## config.mk

```make
export PLATFORM = sky130hd
export DESIGN_NAME = rfsa_ram
export DESIGN_NICKNAME = d
export VERILOG_FILES = /design/src/rfsa_ram.sv
export SDC_FILE = /design/constraint.sdc
export NUM_CORES = 1
export LEC_CHECK = 0
export ABC_AREA = 0
export BUFFER_PORTS_ARGS = -buffer_cell sky130_fd_sc_hd__buf_4
export CAP_MARGIN = 20
export CORE_MARGIN = 5
export CORE_UTILIZATION = 35
export CTS_CLUSTER_DIAMETER = 60
export DETAILED_ROUTE_END_ITERATION = 6
export PLACE_DENSITY = 0.55
export REMOVE_ABC_BUFFERS = 1
export SLEW_MARGIN = 0
export SYNTH_ARGS = -nofsm -noshare
export SYNTH_HDL_FRONTEND = slang
export SYNTH_SLANG_ARGS = --single-unit
```

## constraint.sdc

```tcl
create_clock -name clk -period 3 [get_ports clk]
set_input_delay 0.15 -clock clk [delete_from_list [all_inputs] [get_ports clk]]
set_output_delay 0.15 -clock clk [all_outputs]
set_load 0.02 [all_outputs]
```

## src/rfsa_ram.sv

```systemverilog
`default_nettype none

// Simple dual-port RAM: one write port, one read port, registered read data.
module rfsa_ram #(
  parameter int WIDTH = 8,
  parameter int DEPTH = 16
) (
  input  wire logic                     clk,
  input  wire logic                     we,
  input  wire logic [$clog2(DEPTH)-1:0] waddr,
  input  wire logic [WIDTH-1:0]         wdata,
  input  wire logic [$clog2(DEPTH)-1:0] raddr,
  output logic      [WIDTH-1:0]         rdata
);

  logic [WIDTH-1:0] mem [DEPTH];
  logic [WIDTH-1:0] rdata_r;

  always_ff @(posedge clk) begin
    if (we) begin
      mem[waddr] <= wdata;
    end
    rdata_r <= mem[raddr];
  end

  assign rdata = rdata_r;

endmodule

`default_nettype wire
```

==> results.toml, run 1 <==
[synth]
synth-compound-area-share_pct = 2.33
synthMuxAreaShare_pct = 15.0
async_flop_share_pct = 0
ys_seq_elements = 136
synth.cell_area_um2 = 5150
synth-simple-area-share_pct = 3.18
synth_top_family_by_area = "multiplexers"
synthDistinctLibCells = 19
yosys_warnings = 0
yosysTopAreaCellShare_pct = 74.7
seq_area_frac_synth_pct = 77.8
yosys-top-cells-area = "edfxtp_1, mux4_2, mux4_1, dfxtp_1, a22oi_1"
synthFlopType = "edfxtp_1"
postSynthAreaPerCell_um2 = 22.5
synth_edf_count = 128
synth_fa_ha_area_share_pct = 0
synth_top_area_cell = "edfxtp_1"
synthCells = 229
synth_xor_area_share_pct = 0

[drt]
drt_wl_total_um = 9990
first_iter_violations = 169
viasPerCell = 5.09
wl_per_cell_um = 21.5
drtAntennaViolNets = 0
first_pass_iters = 4
drc = 0
via_count = 2363

[power]
p_switching_w = 0.000839
comb_power_share_pct = 4.7
power-per-cell-area_nw_per_um2 = 737
pwr-share-seq_pct = 47.3
ir_worst_vdd_mv = 0.391
intPower_w = 0.00369
cellLeakagePower_nw = 2.05
p_clk_share_pct = 48.0
p_sw_share_pct = 18.5
power.total_w = 0.00453

[finish]
most-common-layout-cells = "edfxtp_1, buf_4, mux4_2"
nFillCells = 1232
regArea_um2 = 4000
multi_input_area_um2 = 1060
n_antenna_cell = 0
final_common_cell = "edfxtp_1"
final_layout_size_suffix_gt1_share_pct = 27.9
synthToLayoutAreaGrowth_pct = 19.3
num-nets-final = 285

[global_routing]
grt-ovfl-total = 0
grt_pass1_vias = 2519
grt_pass1_wl_um = 15500
antenna_found_initial = 0
grt_max_degree = 33
track_usage_pct = 12.2

[clock_network]
clkTransAtPathRegs_ps = 50
cts_buffer_depth = 2
ctsResizeCount = 0
cts_tree = "done"
numCtsBuffers = 17
cts-root-buf = "clkbuf_16"
cts_setup_buffers = 0
hold_buffers = 0
clk_latency_ps = 400
cts.htree.levels = 4
cts_sinks = 136

[timing]
setup_viol_count_final = 0
timing.final.crit_share_pct = 50.0
relSlewSlack_pct = 34.8
hold_violations = 0
rsz0062_at_grt = "false"
finClkSkew_ps = 5.50
min_period_ps = 1500
fmax_mhz = 666
tightestPinTransition_ps = 975
fin_tns_setup_ps = 0
slew_viol_final = 0

[worst_setup_path]
critical_path_arrival_ps = 1520
r2r_start = "mem[1][5]"
cp_max_fo = 8
setup.worst_path.end_class = "flip-flop"
required_ps = 3020
critPathLaunchType = "input port"
critical_path_class = "in2reg"
crit_start = "waddr[2]"

[die]
die-height_um = 131
row_count = 44
boundaryPins = 26
die_w_um = 131
initial_utilization_pct = 35.6
die_area_um2 = 17200
core_area_um2 = 14500

[placed_design]
port_buffers = 25
gp_congestion = 0.717
hpwl_um = 6170

[hold_path]
min-delay-start = "wdata[7]"
worstHoldPathType = "in2reg"

[job]
max-cap-violations = 0

[outcome]
status = "finished, final reports clean"
-- critical path: stages --
cell	delay (ps)
buf_4	120
or3b_2	510
nor2_1	740
-- registers in the layout, indices dropped and copies added (netlist names) --
signal / cells
mem: 128
rdata: 8
-- metrics by stage --
| step | setup slack (ps) | hold WS, ps | utilization (%) | std cells | area [µm²] |
|---|---|---|---|---|---|
| after detailed placement | 1080 | 473 | 38.0 | 432 | 5510 |
| after floorplan | 1360 | 249 | - | 219 | 5060 |
| final | 1500 | 62.6 | 42.4 | 464 | 6140 |
| after CTS | 1510 | 51.1 | 42.4 | 464 | 6140 |
| after global placement | 1130 | 463 | 38.0 | 432 | 5510 |
| after global routing | 1480 | 63.1 | 42.4 | 464 | 6140 |
-- cell type report --
type,instances,area share (%)
clock inverters,9,2.36
flip-flops and latches,136,65.2
clock buffers,23,7.94
well taps,184,3.75
repair buffers,29,3.54
multi-input cells,83,17.2
-- synth_stat cells, types with 2 or more instances --
library cell	n
edfxtp_1	128
mux4_2	18
a22oi_1	16
mux4_1	14
nor2_1	13
nand2_1	9
dfxtp_1	8
nor3_1	4
buf_2	3
buf_6	3
clkdlybuf4s25_2	3
nand2b_1	2
nand3b_1	2
-- power groups by stage --
stage	Sequential (W)	Combinational (W)	Clock (W)
2_1_floorplan	0.00219	0.0000851	0
4_1_cts	0.00214	0.000219	0.00220
6_report	0.00214	0.000214	0.00217
5_1_grt	0.00214	0.000231	0.00229
3_3_place_gp	0.00218	0.000215	0
3_5_place_dp	0.00218	0.000218	0
-- path summary, 6_finish.rpt --
check,to,slack (ps),depth (start not counted)
setup / recovery,mem[2][5],1500,3
hold / removal,mem[12][7],60,1
hold reg to reg,rdata[4],670,3
setup reg to reg,rdata[5],1670,3
-- metal layers --
layer  global-route usage (%)  wire length (µm)  up-vias
met5                        0                 0        -
met4                     4.86               167        0
met3                     3.59               494       15
met2                     19.7              4970       69
met1                     15.5              4360     1227
li1                         -                 -     1052
-- logic make-up (layout without fill, tap and decap cells) --
group / Yosys count / count (layout)
flops: 136 / 136
simple gates: 35 / 35
buf+inv: 10 / 61
compound gates: 16 / 16
mux: 32 / 32
Note: power is estimated with default switching activity, not from simulation.
==> run 2, diff against run 1 <==
clock period = 1.5 ns   (was 3 ns; I/O delays follow)
==> results.toml, run 2 (synthesized netlist as in run 1, its figures left out) <==
[outcome]
status = "finished, final reports clean"

[drt]
via_count = 2486
wl_per_cell_um = 20.8
first_pass_iters = 4
drtAntennaViolNets = 0
first_iter_violations = 190
drt_wl_total_um = 10300
viasPerCell = 5.02
drc = 0

[die]
core_area_um2 = 14500
row_count = 44
die-height_um = 131
die_w_um = 131
boundaryPins = 26
die_area_um2 = 17200
initial_utilization_pct = 35.6

[worst_setup_path]
critical_path_class = "reg2reg"
cp_max_fo = 1
r2r_slack_ps = 130
critical_path_arrival_ps = 1660
required_ps = 1790
setup.worst_path.end_class = "flip-flop"
critPathLaunchType = "flip-flop"

[hold_path]
worstHoldPathType = "in2reg"

[timing]
slew_viol_final = 0
hold_violations = 0
finClkSkew_ps = 5.16
fmax_mhz = 731
relSlewSlack_pct = 71.8
setup_viol_count_final = 0
fin_hold_ws_ps = 183
rsz0062_at_grt = "false"
tightestPinTransition_ps = 423
min_period_ps = 1370
fin_ws_ps = 131
timing.final.crit_share_pct = 91.2

[finish]
nFillCells = 1203
regMostFlops = "mem"
synthToLayoutAreaGrowth_pct = 27.1
final_common_cell = "edfxtp_1"
num-nets-final = 316
final_layout_size_suffix_gt1_share_pct = 32.5
n_antenna_cell = 0
largest_reg_flops = 128
most-common-layout-cells = "edfxtp_1, buf_4, mux4_2"
final_cell_area_um2 = 6540

[global_routing]
grt_pass1_vias = 2647
grt_max_degree = 17
track_usage_pct = 12.8
grt-ovfl-total = 0
grt_pass1_wl_um = 16100
antenna_found_initial = 0

[clock_network]
cts-root-buf = "clkbuf_16"
numCtsBuffers = 17
cts.htree.levels = 4
clk_latency_ps = 410
cts_sinks = 136
cts_tree = "done"
cts_buffer_depth = 2
ctsResizeCount = 0
clkTransAtPathRegs_ps = 50

[power]
ir_worst_vdd_mv = 0.778
cellLeakagePower_nw = 2.26
power.total_w = 0.00971
power-per-cell-area_nw_per_um2 = 1480

[placed_design]
port_buffers = 25
place_area_um2 = 5740
preCtsSetupSlack_ps = 23.1
gp_congestion = 0.801
hpwl_um = 7010

[job]
max-cap-violations = 0
run 2: timing repair:
item,CTS,global route
hold buffers,8,0
setup buffers,0,0
endpoints found under the hold margin,128,0
run 2: path summary, 6_finish.rpt:
check                                from        end  cells after the start
worst max register to register  mem[8][4]   rdata[4]                      3
worst max-delay path            mem[8][4]   rdata[4]                      3
worst min-delay path             waddr[1]  mem[4][7]                      3
worst min register to register  mem[3][1]   rdata[1]                      3
run 2: report_power, final:
part | internal [W] | switching (W) | leakage (nW) | total [W]
registers | 0.00425 | 0.0000302 | 1.22 | 0.00428
clock network | 0.00349 | 0.00145 | 0.345 | 0.00494
logic | 0.000232 | 0.000259 | 0.689 | 0.000490
total | 0.00797 | 0.00174 | 2.26 | 0.00971
run 2: cell type report:
class	count	area [µm²]	share of cell area, %
clock buffer	19	443	6.77
clock inverter	13	274	4.19
tap	184	230	3.52
timing repair buffer	60	533	8.15
sequential	136	4000	61.2
multi-input combinational	83	1060	16.2
run 2: metal layers:
metal / routed length (µm) / track usage (%) / vias to the layer above
li1: - / - / 1112
met2: 5400 / 20.7 / 70
met1: 4320 / 16.0 / 1291
met4: 126 / 5.26 / 0
met5: 0 / 0 / -
met3: 474 / 4.01 / 13
run 2: per-stage QoR:
stage                     setup TNS [ps]  instances  util [%]
final                                  0        495      45.2
after global routing                   0        495      45.2
after CTS                              0        495      45.2
after detailed placement               0        455      39.7
after global placement                 0        455      39.7
after floorplan                     -543        219         -
run 2: worst max-delay path: stages (launching register included):
cell      delay, ps
edfxtp_1        380
mux4_1          500
a22oi_1         300
nand2_1          80
==> run 3, diff against run 2 <==
==> constraint.sdc (replaced) <==
create_clock -name clk -period 1.5 [get_ports clk]
set_input_delay 0.15 -clock clk [delete_from_list [all_inputs] [get_ports clk]]
set_output_delay 0.15 -clock clk [all_outputs]
set_load 0.02 [all_outputs]
==> results.toml, run 3 (synthesized netlist as in run 1, its figures left out) <==
[worst_setup_path]
slowest_stage = "mux4_1"
path_buf_inv = 0
critical_path_arrival_ps = 1680
cp_top_family = "multiplexers"
crit_chain = "mux4_1 -> a22oi_1 -> nand2_1"
required_ps = 1780
r2r_slack_ps = 110
critical_path_class = "reg2reg"
cpPeakStageDelay_ps = 500
worstReg2RegEnd = "rdata[4]"
cp_max_fo = 1
critPathLaunchType = "flip-flop"
rr_worst_depth = 3
setup.worst_path.end_class = "flip-flop"
r2r_start = "mem[9][4]"

[power]
power-per-cell-area_nw_per_um2 = 1410
cellLeakagePower_nw = 2.18
p_clk_share_pct = 47.0
ir_worst_vdd_mv = 0.822
pwr-share-seq_pct = 47.8
p_switching_w = 0.00171
intPower_w = 0.00725
power.total_w = 0.00896
comb_power_share_pct = 5.2
p_sw_share_pct = 19.1

[finish]
most-common-layout-cells = "edfxtp_1, buf_4, mux4_2"
final_layout_size_suffix_gt1_share_pct = 33.0
n_antenna_cell = 0
largest_reg_flops = 128
num-nets-final = 308
final_common_cell = "edfxtp_1"
fin_util_pct = 43.8
synthToLayoutAreaGrowth_pct = 23.2
regMostFlops = "mem"

[clock_network]
clkTransAtPathRegs_ps = 60
cts-root-buf = "clkbuf_16"
clk_latency_ps = 410
numCtsBuffers = 17
ctsResizeCount = 0
cts.htree.levels = 4
cts_buffer_depth = 2
hold_buffers = 0
cts_setup_buffers = 0
cts_sinks = 136
cts_tree = "done"

[timing]
fin_hold_ws_ps = 57.9
hold_violations = 0
min_period_ps = 1390
tightestPinTransition_ps = 833
finClkSkew_ps = 5.65
relSlewSlack_pct = 44.4
fin_tns_setup_ps = 0
slew_viol_final = 0
rsz0062_at_grt = "false"
setup_viol_count_final = 0
fin_ws_ps = 105
timing.final.crit_share_pct = 93.0
fmax_mhz = 717

[drt]
drtAntennaViolNets = 0
drc = 0
first_iter_violations = 270
wl_per_cell_um = 21.4
viasPerCell = 4.98
drt_wl_total_um = 10400
first_pass_iters = 4
via_count = 2425

[global_routing]
grt_pass1_vias = 2567
grt_pass1_wl_um = 16000
antenna_found_initial = 0
grt_max_degree = 23
track_usage_pct = 12.8
grt-ovfl-total = 0

[hold_path]
hold_depth = 1
min-delay-start = "wdata[0]"
hold_end = "mem[14][0]"
worstHoldPathType = "in2reg"

[placed_design]
gp_congestion = 0.703
preCtsSetupSlack_ps = -136
port_buffers = 25
hpwl_um = 6950

[die]
initial_utilization_pct = 35.6
boundaryPins = 26
core_area_um2 = 14500
die-height_um = 131
die_area_um2 = 17200
row_count = 44
die_w_um = 131

[outcome]
status = "finished, final reports clean"

[job]
max-cap-violations = 0
[run 3: layout make-up]
type | instances | area, µm²
well taps | 184 | 230
flip-flops and latches | 136 | 4000
clock inverters | 8 | 119
clock buffers | 24 | 492
multi-input cells | 83 | 1060
fillers | 1225 | 8140
repair buffers | 52 | 440
[run 3: worst max path at each step]
stage / startpoint / to / slack (ps) / depth (start not counted)
after global placement: raddr[0] / rdata[4] / -110 / 5
after detailed placement: raddr[0] / rdata[4] / -140 / 5
after CTS: mem[9][4] / rdata[4] / 70 / 3
after global routing: mem[10][1] / rdata[1] / 50 / 3
final: mem[9][4] / rdata[4] / 110 / 3
after floorplan: waddr[2] / mem[0][0] / -140 / 2
[run 3: per-layer routing]
layer  global-route usage [%]  routed length, µm
met3                     4.36                489
met4                     5.20                166
met5                        0                  0
met1                     16.2               4450
met2                     20.4               5330
[run 3: per-stage QoR]
stage | cell area [µm²] | cells
CTS | 6340 | 487
global route | 6340 | 487
floorplan | 5060 | 219
detailed placement | 5730 | 455
global placement | 5730 | 455
finish | 6340 | 487
[run 3: power groups by stage]
stage / logic (W) / clock network [W] / registers [W]
6_report: 0.000466 / 0.00421 / 0.00428
5_1_grt: 0.000505 / 0.00448 / 0.00429
4_1_cts: 0.000477 / 0.00430 / 0.00428
3_5_place_dp: 0.000477 / 0 / 0.00436
3_3_place_gp: 0.000470 / 0 / 0.00436
2_1_floorplan: 0.000170 / 0 / 0.00438
